### src/hw/rtl/plp_div_cell.sv
module plp_div_cell #(
    parameter int NW = 16,
    parameter int DW = 8,
    parameter int SW = 1
) (
    input  logic          i_clk,
    input  logic          i_rst_n,
    input  logic          i_en,
    input  logic          i_vld,
    input  logic [DW-1:0] i_rem,
    input  logic [NW-1:0] i_nq,
    input  logic [DW-1:0] i_den,
    input  logic [SW-1:0] i_side,
    output logic          o_vld,
    output logic [DW-1:0] o_rem,
    output logic [NW-1:0] o_nq,
    output logic [DW-1:0] o_den,
    output logic [SW-1:0] o_side
);

    logic          r_vld;
    logic [DW-1:0] r_rem;
    logic [NW-1:0] r_nq;
    logic [DW-1:0] r_den;
    logic [SW-1:0] r_side;

    logic [DW:0]   shifted;
    logic [DW:0]   diff;
    logic          ge;
    logic [DW-1:0] n_rem;
    logic [NW-1:0] n_nq;

    // one restoring step: bring down next numerator bit, trial subtract
    always_comb begin
        shifted = {i_rem, i_nq[NW-1]};
        diff    = shifted - {1'b0, i_den};
        ge      = (shifted >= {1'b0, i_den});
        n_rem   = ge ? diff[DW-1:0] : shifted[DW-1:0];
        n_nq    = {i_nq[NW-2:0], ge};
    end

    always_ff @(posedge i_clk) begin
        if (!i_rst_n) begin
            r_vld <= 1'b0;
        end else if (i_en) begin
            r_vld <= i_vld;
        end
    end

    always_ff @(posedge i_clk) begin
        if (i_en) begin
            r_rem  <= n_rem;
            r_nq   <= n_nq;
            r_den  <= i_den;
            r_side <= i_side;
        end
    end

    assign o_vld  = r_vld;
    assign o_rem  = r_rem;
    assign o_nq   = r_nq;
    assign o_den  = r_den;
    assign o_side = r_side;

endmodule

### src/hw/rtl/plp_div_chain.sv
module plp_div_chain #(
    parameter int NW = 16,
    parameter int DW = 8,
    parameter int SW = 1
) (
    input  logic          i_clk,
    input  logic          i_rst_n,
    input  logic          i_en,
    input  logic          i_vld,
    input  logic [NW-1:0] i_num,
    input  logic [DW-1:0] i_den,
    input  logic [SW-1:0] i_side,
    output logic          o_vld,
    output logic [NW-1:0] o_quo,
    output logic [SW-1:0] o_side
);

    logic [NW:0]   vld;
    logic [DW-1:0] rem  [NW+1];
    logic [NW-1:0] nq   [NW+1];
    logic [DW-1:0] den  [NW+1];
    logic [SW-1:0] side [NW+1];

    assign vld[0]  = i_vld;
    assign rem[0]  = '0;
    assign nq[0]   = i_num;
    assign den[0]  = i_den;
    assign side[0] = i_side;

    // one cell per quotient bit, MSB first
    for (genvar g = 0; g < NW; g++) begin : g_cell
        plp_div_cell #(
            .NW (NW),
            .DW (DW),
            .SW (SW)
        ) u_cell (
            .i_clk  (i_clk),
            .i_rst_n(i_rst_n),
            .i_en   (i_en),
            .i_vld  (vld[g]),
            .i_rem  (rem[g]),
            .i_nq   (nq[g]),
            .i_den  (den[g]),
            .i_side (side[g]),
            .o_vld  (vld[g+1]),
            .o_rem  (rem[g+1]),
            .o_nq   (nq[g+1]),
            .o_den  (den[g+1]),
            .o_side (side[g+1])
        );
    end

    assign o_vld  = vld[NW];
    assign o_quo  = nq[NW];
    assign o_side = side[NW];

endmodule

### config.mk
export PLATFORM = sky130hd
export DESIGN_NAME = plp_div_chain
export DESIGN_NICKNAME = d
export VERILOG_FILES = /design/src/hw/rtl/plp_div_cell.sv /design/src/hw/rtl/plp_div_chain.sv
export SDC_FILE = /design/constraint.sdc
export NUM_CORES = 1
export LEC_CHECK = 0
export BUFFER_PORTS_ARGS = -buffer_cell sky130_fd_sc_hd__buf_2
export CAP_MARGIN = 20
export CORE_MARGIN = 4
export CORE_UTILIZATION = 30
export DETAILED_ROUTE_END_ITERATION = 12
export GPL_ROUTABILITY_DRIVEN = 0
export SLEW_MARGIN = 25
export SYNTH_ARGS = -nofsm -noshare
export SYNTH_HDL_FRONTEND = slang
export SYNTH_SLANG_ARGS = --single-unit
### constraint.sdc
create_clock -name i_clk -period 2.4 [get_ports i_clk]
set_clock_uncertainty 0.2 [all_clocks]
set_input_delay 0.6 -clock i_clk [delete_from_list [all_inputs] [get_ports i_clk]]
set_output_delay 0.6 -clock i_clk [all_outputs]
set_load 0.005 [all_outputs]
# == Word-level counts from Yosys, hierarchy flattened ==
# Index checks and enable logic that the tools add are counted.
# totals
regBits,528
latchBits,0
ramBits,0
mem_bits_ro,0
in_bits,29
word_cells,125
n_memories,0
# classes
addsub,15
n_mul,0
div_mod_pow,0
n_lt_le_gt_ge,16
n_eq_ne,0
n_shift,0
n_mux,15
n_bitwise,0
n_reduce_logical,0
# ops
op,n
greater-or-equal comparator 9 x 8 -> 1 bit,15
two-way mux 8 bit,14
subtractor 8 bit,14
greater-or-equal comparator 1 x 8 -> 1 bit,1
subtractor 1 x 8 -> 8 bit,1
two-way mux 1 bit,1

# == Depth between registers and ports, before layout ==
# Gate-level depths: netlist of the first run.
# depth
ltp_word,2
ltp_mapped,8
mapped_depth_nobuf,8

# == By module ==
# From an unflattened synthesis of the first run, not the netlist that was laid out.
# hier_totals
cells_unflattened,1650
area_unflattened_um2,24878.9
# modules_own_cells
mod,instances,cells_each,area_per_inst_um2,seq_area_each_um2
plp_div_cell (g_cell[13].u_cell ...),9,104,1546.5,1011.0
plp_div_cell (g_cell[0].u_cell ...),6,102,1566.5,1011.0
plp_div_cell (g_cell[3].u_cell),1,101,1557.7,1011.0
plp_div_chain,1,1,3.8,0.0

# == Worst setup path before layout of the first run ==
# No wires, ideal clock.
# synth_timing
kind,flip-flop to flip-flop
from,reg g_cell[10].u_cell.r_rem[5]
to,reg g_cell[11].u_cell.r_rem[2] (data pin)
setup_ns,0.260
arrival_ns,1.913
path_slack_ns,0.028
stages_incl_launch_ff,7
path_buffers,0
path_cell_list,edfxtp_1 ha_1 a21oi_1 o21ai_0 a21boi_0 a21boi_2 mux2_2
# synth_between
elab_chain_len,2
# synth_lines
element,line,source
start: declaration,plp_div_cell.sv:22,logic [DW-1:0] r_rem;
start signal: assignment,plp_div_cell.sv:52,r_rem <= n_rem;
greater-or-equal comparator 9 x 8 -> 1 bit,plp_div_cell.sv:37,"ge = (shifted >= {1'b0, i_den});"
two-way mux 8 bit,plp_div_cell.sv:38,n_rem = ge ? diff[DW-1:0] : shifted[DW-1:0];
net g_cell[11].u_cell.n_rem[2],plp_div_cell.sv:30,logic [DW-1:0] n_rem;
end signal: assignment,plp_div_cell.sv:52,
end: declaration,plp_div_cell.sv:22,
# The timed path passes the listed nets, and every way through them passes these cells.
# A chain may end at the register's enable or synchronous reset.

# == Worst setup path in the final report of the first run ==
# layout_timing
from,reg g_cell[0].u_cell.r_rem[3]
to,reg g_cell[1].u_cell.r_rem[1] (data pin)
# layout_between
elab_chain_len,2
# layout_lines
element,line
start: declaration,plp_div_cell.sv:22
start signal: assignment,plp_div_cell.sv:52
greater-or-equal comparator 9 x 8 -> 1 bit,plp_div_cell.sv:37
two-way mux 8 bit,plp_div_cell.sv:38
net g_cell[1].u_cell.n_rem[1],plp_div_cell.sv:30
end signal: assignment,plp_div_cell.sv:52
end: declaration,plp_div_cell.sv:22
# The timed path passes the listed nets, and every way through them passes these cells.

==> impl_table.tex, run 1 <==
\begin{tabular}{lr}
\hline
Metric & Value \\
\hline
\multicolumn{2}{l}{\textbf{Run status}} \\
Run status & completed \\
\multicolumn{2}{l}{\textbf{Power}} \\
Combinational share of power & 27.8\% \\
Register share of total power & 42.0\% \\
Worst VDD drop & 604 uV \\
Standby leakage power & 10.6 nW \\
Fraction of power spent switching nets & 27.9\% \\
Clock group share of total power & 30.2\% \\
Internal power consumption & 21.8 mW \\
Switching power total & 8.46 mW \\
Power per cell area & 1090 nW/um\^{}2 \\
\multicolumn{2}{l}{\textbf{Die}} \\
Boundary pin count & 47 \\
Die area & 80300 um\^{}2 \\
Height of the chip & 283 um \\
Standard-cell rows & 100 \\
Initial standard-cell utilization of the core & 30.4\% \\
Area of the core & 74800 um\^{}2 \\
Horizontal die dimension & 283 um \\
\multicolumn{2}{l}{\textbf{Logic synthesis}} \\
Syn Nets & 1684 \\
Leading post-synthesis cells by cell area & edfxtp\_1, ha\_1, inv\_1, mux2\_2, o21ai\_0 \\
Number of synthesized register bits & 528 \\
Post-synth top area cell & edfxtp\_1 \\
Most numerous cell in the Yosys netlist & edfxtp\_1 \\
Portion of synthesized cell area occupied by the leading cell type & 67.6\% \\
Yosys warning total & 0 \\
Fraction of the yosys area taken by sequential cells & 69.0\% \\
Post-Syn Area & 22700 um\^{}2 \\
Mapped Cells & 1519 \\
Synth Flop Type & edfxtp\_1 \\
Post-Synthesis Mean Instance Area & 15.0 um\^{}2 \\
Ranking of synthesized cells by instance count & edfxtp\_1, inv\_1, ha\_1 \\
Synth async-reset ratio & 0\% \\
Number of library cell types mapped by synthesis & 53 \\
Number of enable-type register cells in the synthesized netlist & 512 \\
\multicolumn{2}{l}{\textbf{Cells and area}} \\
Number of nets in the layout & 1918 \\
Final core area utilization & 37.2\% \\
Antenna fix cells & 0 \\
Fraction of final layout cells sized beyond drive strength 1 & 21.7\% \\
Number of fillers in the final layout & 6982 \\
Synthesis-to-finish area growth & 22.5\% \\
Storage cell area & 15700 um\^{}2 \\
Multi-input gate area in the final layout & 6850 um\^{}2 \\
\multicolumn{2}{l}{\textbf{Critical path}} \\
Category of the critical setup timing path & reg -> reg \\
Required time of the critical path & 2550 ps \\
Crit path top cell by count & buf\_4 \\
WP data arrival & 2510 ps \\
Cells along the critical path & ha\_2 -> nand3\_1 -> o21bai\_2 -> a21oi\_4 -> a21boi\_4 -> buf\_4 -> buf\_4 -> mux2i\_1 \\
CP max FO & 7 \\
Combined buffer and inverter count along the critical path & 2 \\
Family with the most delay on the worst path & compound AO/OA/AOI/OAI gates \\
Type of element capturing the critical path & flop \\
Standard cell with the maximum stage delay on the critical path & edfxtp\_1 \\
Max stage delay on crit path & 410 ps \\
Kind of start point of the critical path & flop \\
\multicolumn{2}{l}{\textbf{GRT}} \\
Overall global routing resource usage & 9.30\% \\
Via count of the first global-routing pass & 13200 \\
Pin count of the biggest net entering global routing & 63 \\
Total global routing overflow & 0 \\
Initial antenna violation count & 0 \\
Global-route wire length before repair & 63700 um \\
\multicolumn{2}{l}{\textbf{Timing}} \\
Clock period minus worst slack & 2360 ps \\
Total negative setup slack & 0 ps \\
Worst slew slack as a fraction of its limit & 67.3\% \\
Final max-slew violation count & 0 \\
Final setup violation count & 0 \\
Number of endpoints with negative hold slack in the final report & 0 \\
Achievable Freq & 0.424 GHz \\
Transition time of the tightest slew-check pin & 478 ps \\
Period utilization & 98.3\% \\
\multicolumn{2}{l}{\textbf{Detailed routing}} \\
Vias per std cell & 4.53 \\
Total wire length & 38300 um \\
Total number of vias & 12500 \\
First drt pass iteration count & 5 \\
Detailed router's first-iteration violation count & 602 \\
Antenna-violating nets left & 0 \\
Count of unresolved DRC violations after routing & 0 \\
Drt wl/cell & 13.8 um \\
\multicolumn{2}{l}{\textbf{Clock network}} \\
Root buffer cell & clkbuf\_16 \\
Clock insertion delay at the later pin of the skew report & 620 ps \\
Cts bufs inserted & 59 \\
CTS tree & done \\
Number of buffers on the longest clock path & 3 \\
H-Tree Depth & 2 \\
Total clock sinks & 528 \\
Clock transition at the registers of the reported paths & 60 ps \\
\multicolumn{2}{l}{\textbf{Run}} \\
Number of maximum-capacitance constraint violations & 0 \\
\multicolumn{2}{l}{\textbf{Hold path}} \\
Worst min path class & in -> reg \\
\multicolumn{2}{l}{\textbf{Placement}} \\
Detailed Place HPWL & 25800 um \\
Number of buffers inserted by port buffering & 46 \\
\hline
\end{tabular}
-- what timing repair did --
item,CTS,global route
hold endpoints to repair,21,0
pin swaps,7,21
endpoints found under the setup margin,40,112
gates cloned,1,2
setup buffers,10,23
hold buffers,21,0
gates resized for setup,11,105
-- placed cells by master, fill, tap and decap left out, drive strengths merged, types with 21 or more instances in the layout --
cell,instances
a21oi,75
mux2,45
buf,160
nor2b,41
xnor2,24
nand2,70
dlygate4sd3,21
a21o,22
nor2,39
ha,122
inv,163
clkinv,21
clkbuf,74
mux2i,41
edfxtp,512
o21ai,94
o21a,25
-- area by class of cell --
type	instances	area share, %
flip-flops and latches	528	56.3
multi-input cells	820	24.6
clock buffers	73	5.56
repair buffers	182	5.39
well taps	969	4.35
inverters	162	2.18
clock inverters	36	1.59
-- kinds of logic (layout without fill, tap and decap cells) --
kind of cell	after synthesis	count (layout)	synth area share (%)
AO/OA/AOI/OAI	298	298	8.50
XOR/XNOR	42	42	1.62
adder cells (fa/ha/maj)	136	136	7.94
buffers and inverters	171	453	2.86
flip-flops	528	528	69.0
multiplexers	86	86	4.03
AND/OR/NAND/NOR	258	258	6.06
-- routing by layer --
metal  share of wire [%]  wire length [um]  track usage [%]  up-vias
met5                   0                 0                0        -
met4                 3.4              1310             3.55        0
met1                  42             16200             10.8     6094
met3                 3.8              1440             1.98       97
li1                    -                 -                -     6150
met2                  51             19400             16.8      201
-- final timing paths --
check                            start                   endpoint  slack [ps]  depth (start not counted)
max          g_cell[0].u_cell.o_rem[3]  g_cell[1].u_cell.o_rem[1]          40                          8
min                           i_den[7]  g_cell[0].u_cell.o_den[7]          40                          1
min reg2reg   g_cell[11].u_cell.o_side   g_cell[12].u_cell.o_side         190                          0
max reg2reg  g_cell[0].u_cell.o_rem[3]  g_cell[1].u_cell.o_rem[1]          40                          8
-- power by group through the flow --
stage	Sequential, mW	Combinational, mW	Clock, mW
6_report	12.7	8.42	9.15
3_3_place_gp	12.8	7.15	0
2_1_floorplan	12.6	5.50	0
3_5_place_dp	12.9	7.48	0
5_1_grt	12.8	9.34	9.91
4_1_cts	12.7	7.73	9.49
-- flip-flops by register name (all words and copies together) (netlist names) --
signal                cells
g_cell.u_cell.o_vld      16
g_cell.u_cell.o_side     16
g_cell.u_cell.o_nq      256
g_cell.u_cell.o_rem     120
g_cell.u_cell.o_den     120
-- per-stage QoR --
step | setup WS, ps | power [mW] | std cells | area [um^2] | hold slack, ps
2_1_floorplan | 27.6 | 18.1 | 1519 | 22700 | 200
3_3_place_gp | -124 | 20.0 | 2604 | 24900 | 201
3_5_place_dp | -144 | 20.4 | 2604 | 24900 | 205
4_1_cts | 2.76 | 29.9 | 2745 | 27200 | 1.01
5_1_grt | -25.0 | 32.1 | 2770 | 27900 | 7.46
6_report | 41.6 | 30.3 | 2770 | 27900 | 39.3
(Power assumes the default switching activity.)
==> inputs of run 2 (changes only) <==
--- a/config.mk
+++ b/config.mk
@@ -6,11 +6,11 @@
 export NUM_CORES = 1
 export LEC_CHECK = 0
 export BUFFER_PORTS_ARGS = -buffer_cell sky130_fd_sc_hd__buf_2
-export CAP_MARGIN = 20
 export CORE_MARGIN = 4
 export CORE_UTILIZATION = 30
 export DETAILED_ROUTE_END_ITERATION = 12
 export GPL_ROUTABILITY_DRIVEN = 0
+export SETUP_SLACK_MARGIN = 0.15
 export SLEW_MARGIN = 25
 export SYNTH_ARGS = -nofsm -noshare
 export SYNTH_HDL_FRONTEND = slang
==> impl_table.tex, run 2 (synthesized netlist as in run 1, its figures left out) <==
\begin{tabular}{lr}
\hline
Metric & Value \\
\hline
\multicolumn{2}{l}{\textbf{Clock network}} \\
Cts bufs inserted & 59 \\
Root buffer cell & clkbuf\_16 \\
CTS tree & done \\
Clock transition at the registers of the reported paths & 60 ps \\
Clock insertion delay at the later pin of the skew report & 610 ps \\
Total clock sinks & 528 \\
Number of buffers on the longest clock path & 3 \\
H-Tree Depth & 2 \\
\multicolumn{2}{l}{\textbf{Detailed routing}} \\
Total number of vias & 13200 \\
Detailed router's first-iteration violation count & 702 \\
First drt pass iteration count & 7 \\
Vias per std cell & 4.62 \\
Drt wl/cell & 14.5 um \\
Count of unresolved DRC violations after routing & 0 \\
Antenna-violating nets left & 0 \\
Total wire length & 41500 um \\
\multicolumn{2}{l}{\textbf{Critical path}} \\
Cells along the critical path & ha\_4 -> and4\_1 -> and2\_4 -> a221oi\_4 -> buf\_4 -> buf\_8 -> a31o\_4 -> o22a\_1 \\
Type of element capturing the critical path & flop \\
WP data arrival & 2480 ps \\
Worst Reg2Reg Path Length in Cells & 8 \\
Category of the critical setup timing path & reg -> reg \\
CP max FO & 8 \\
Kind of start point of the critical path & flop \\
Max stage delay on crit path & 450 ps \\
Standard cell with the maximum stage delay on the critical path & edfxtp\_1 \\
Required time of the critical path & 2560 ps \\
\multicolumn{2}{l}{\textbf{Timing}} \\
Period utilization & 96.8\% \\
Final setup violation count & 0 \\
Total negative setup slack & 0 ps \\
Slack of the critical path & 77.2 ps \\
Final max-slew violation count & 0 \\
Worst slew slack as a fraction of its limit & 68.0\% \\
Transition time of the tightest slew-check pin & 476 ps \\
Setup repair after global routing missed its margin & yes \\
Clock period minus worst slack & 2320 ps \\
Number of endpoints with negative hold slack in the final report & 0 \\
Achievable Freq & 0.431 GHz \\
\multicolumn{2}{l}{\textbf{GRT}} \\
Overall global routing resource usage & 9.76\% \\
Initial antenna violation count & 0 \\
Global-route wire length before repair & 66700 um \\
Via count of the first global-routing pass & 13900 \\
Pin count of the biggest net entering global routing & 53 \\
Total global routing overflow & 0 \\
\multicolumn{2}{l}{\textbf{Run status}} \\
Run status & completed \\
\multicolumn{2}{l}{\textbf{Power}} \\
Power per cell area & 1080 nW/um\^{}2 \\
Worst VDD drop & 660 uV \\
Standby leakage power & 11.3 nW \\
\multicolumn{2}{l}{\textbf{Die}} \\
Standard-cell rows & 100 \\
Height of the chip & 283 um \\
Area of the core & 74800 um\^{}2 \\
Boundary pin count & 47 \\
Die area & 80300 um\^{}2 \\
Initial standard-cell utilization of the core & 30.4\% \\
Horizontal die dimension & 283 um \\
\multicolumn{2}{l}{\textbf{Cells and area}} \\
Top library cells by usage in the layout, fill and taps aside & edfxtp\_1, buf\_4, inv\_1 \\
Number of nets in the layout & 2018 \\
Synthesis-to-finish area growth & 31.2\% \\
Antenna fix cells & 0 \\
Number of fillers in the final layout & 6762 \\
Largest register FFs & 256 \\
Fraction of final layout cells sized beyond drive strength 1 & 33.8\% \\
Most common library cell in the layout ignoring fill and taps & edfxtp\_1 \\
\multicolumn{2}{l}{\textbf{Hold path}} \\
Worst min path class & in -> reg \\
Hold-critical path depth & 1 \\
\multicolumn{2}{l}{\textbf{Placement}} \\
Detailed Place HPWL & 26200 um \\
Post-Place Worst Slack & -98.6 ps \\
Number of buffers inserted by port buffering & 46 \\
\multicolumn{2}{l}{\textbf{Run}} \\
Number of maximum-capacitance constraint violations & 0 \\
\hline
\end{tabular}
==> run 2: cell types whose count changed in the layout (fill, tap and decap cells not counted), moves of 17 or more <==
| cell | delta |
|---|---|
| buf_4 | +71 |
| ha_1 | -42 |
| ha_4 | +39 |
| mux2_2 | -33 |
| mux2_4 | +33 |
| inv_1 | -30 |
| inv_2 | +30 |
| o21ai_0 | -24 |
| o21ai_2 | +20 |
| a21oi_1 | -18 |
| buf_6 | +17 |
==> run 2: area by class of cell <==
| cell class | count | area, um^2 | share of cell area, % |
|---|---|---|---|
| inverters | 162 | 608 | 2.04 |
| clock inverters | 33 | 384 | 1.29 |
| flip-flops and latches | 528 | 15700 | 52.6 |
| multi-input cells | 820 | 7910 | 26.5 |
| well taps | 969 | 1210 | 4.06 |
| repair buffers | 282 | 2480 | 8.30 |
| clock buffers | 71 | 1560 | 5.24 |
==> run 2: path summary, 6_finish.rpt <==
kind	start	to	slack [ps]
hold / removal	i_den[6]	g_cell[0].u_cell.o_den[6]	40
setup reg to reg	g_cell[1].u_cell.o_rem[3]	g_cell[2].u_cell.o_rem[7]	80
hold reg to reg	g_cell[7].u_cell.o_side	g_cell[8].u_cell.o_side	210
setup / recovery	g_cell[1].u_cell.o_rem[3]	g_cell[2].u_cell.o_rem[7]	80
==> run 2: repair_timing <==
item,CTS,global route
hold buffers,22,0
resized for setup,149,191
setup buffers,78,60
cloned,4,0
pin swaps,55,77
setup endpoints to repair,104,121
endpoints found under the hold margin,22,0
==> run 2: routing by layer <==
metal / vias up / global-route usage (%) / wire length, um
met1: 6497 / 11.1 / 16700
met5: - / 0 / 0
met4: 0 / 3.96 / 1440
met3: 111 / 2.14 / 1730
met2: 257 / 17.8 / 21600
li1: 6358 / - / -
==> run 2: power by group <==
part	switching, mW	total, mW	leakage [nW]	internal (mW)
Sequential	0.775	12.8	5.12	12.1
Clock	3.55	9.02	0.954	5.47
Combinational	4.80	10.5	5.27	5.72
==> run 2: worst max-delay path: cells and delay by family, from the launching register on <==
kind,cells,cell delay (ps)
AOI/OAI and AO/OA,3,430
adders and majority gates,1,310
buffers and inverters,2,300
DFF,1,450
and+or+nand+nor,2,380
==> run 2: stage by stage <==
step / hold slack, ps / power (mW) / std cells / cell area (um^2) / utilization (%)
4_1_cts: 2.45 / 31.1 / 2806 / 28600 / 38.3
6_report: 44.2 / 32.4 / 2865 / 29900 / 39.9
5_1_grt: 4.04 / 34.2 / 2865 / 29900 / 39.9
3_5_place_dp: 205 / 20.6 / 2598 / 25200 / 33.7
3_3_place_gp: 200 / 20.3 / 2598 / 25200 / 33.7
2_1_floorplan: 200 / 18.4 / 1519 / 22900 / -
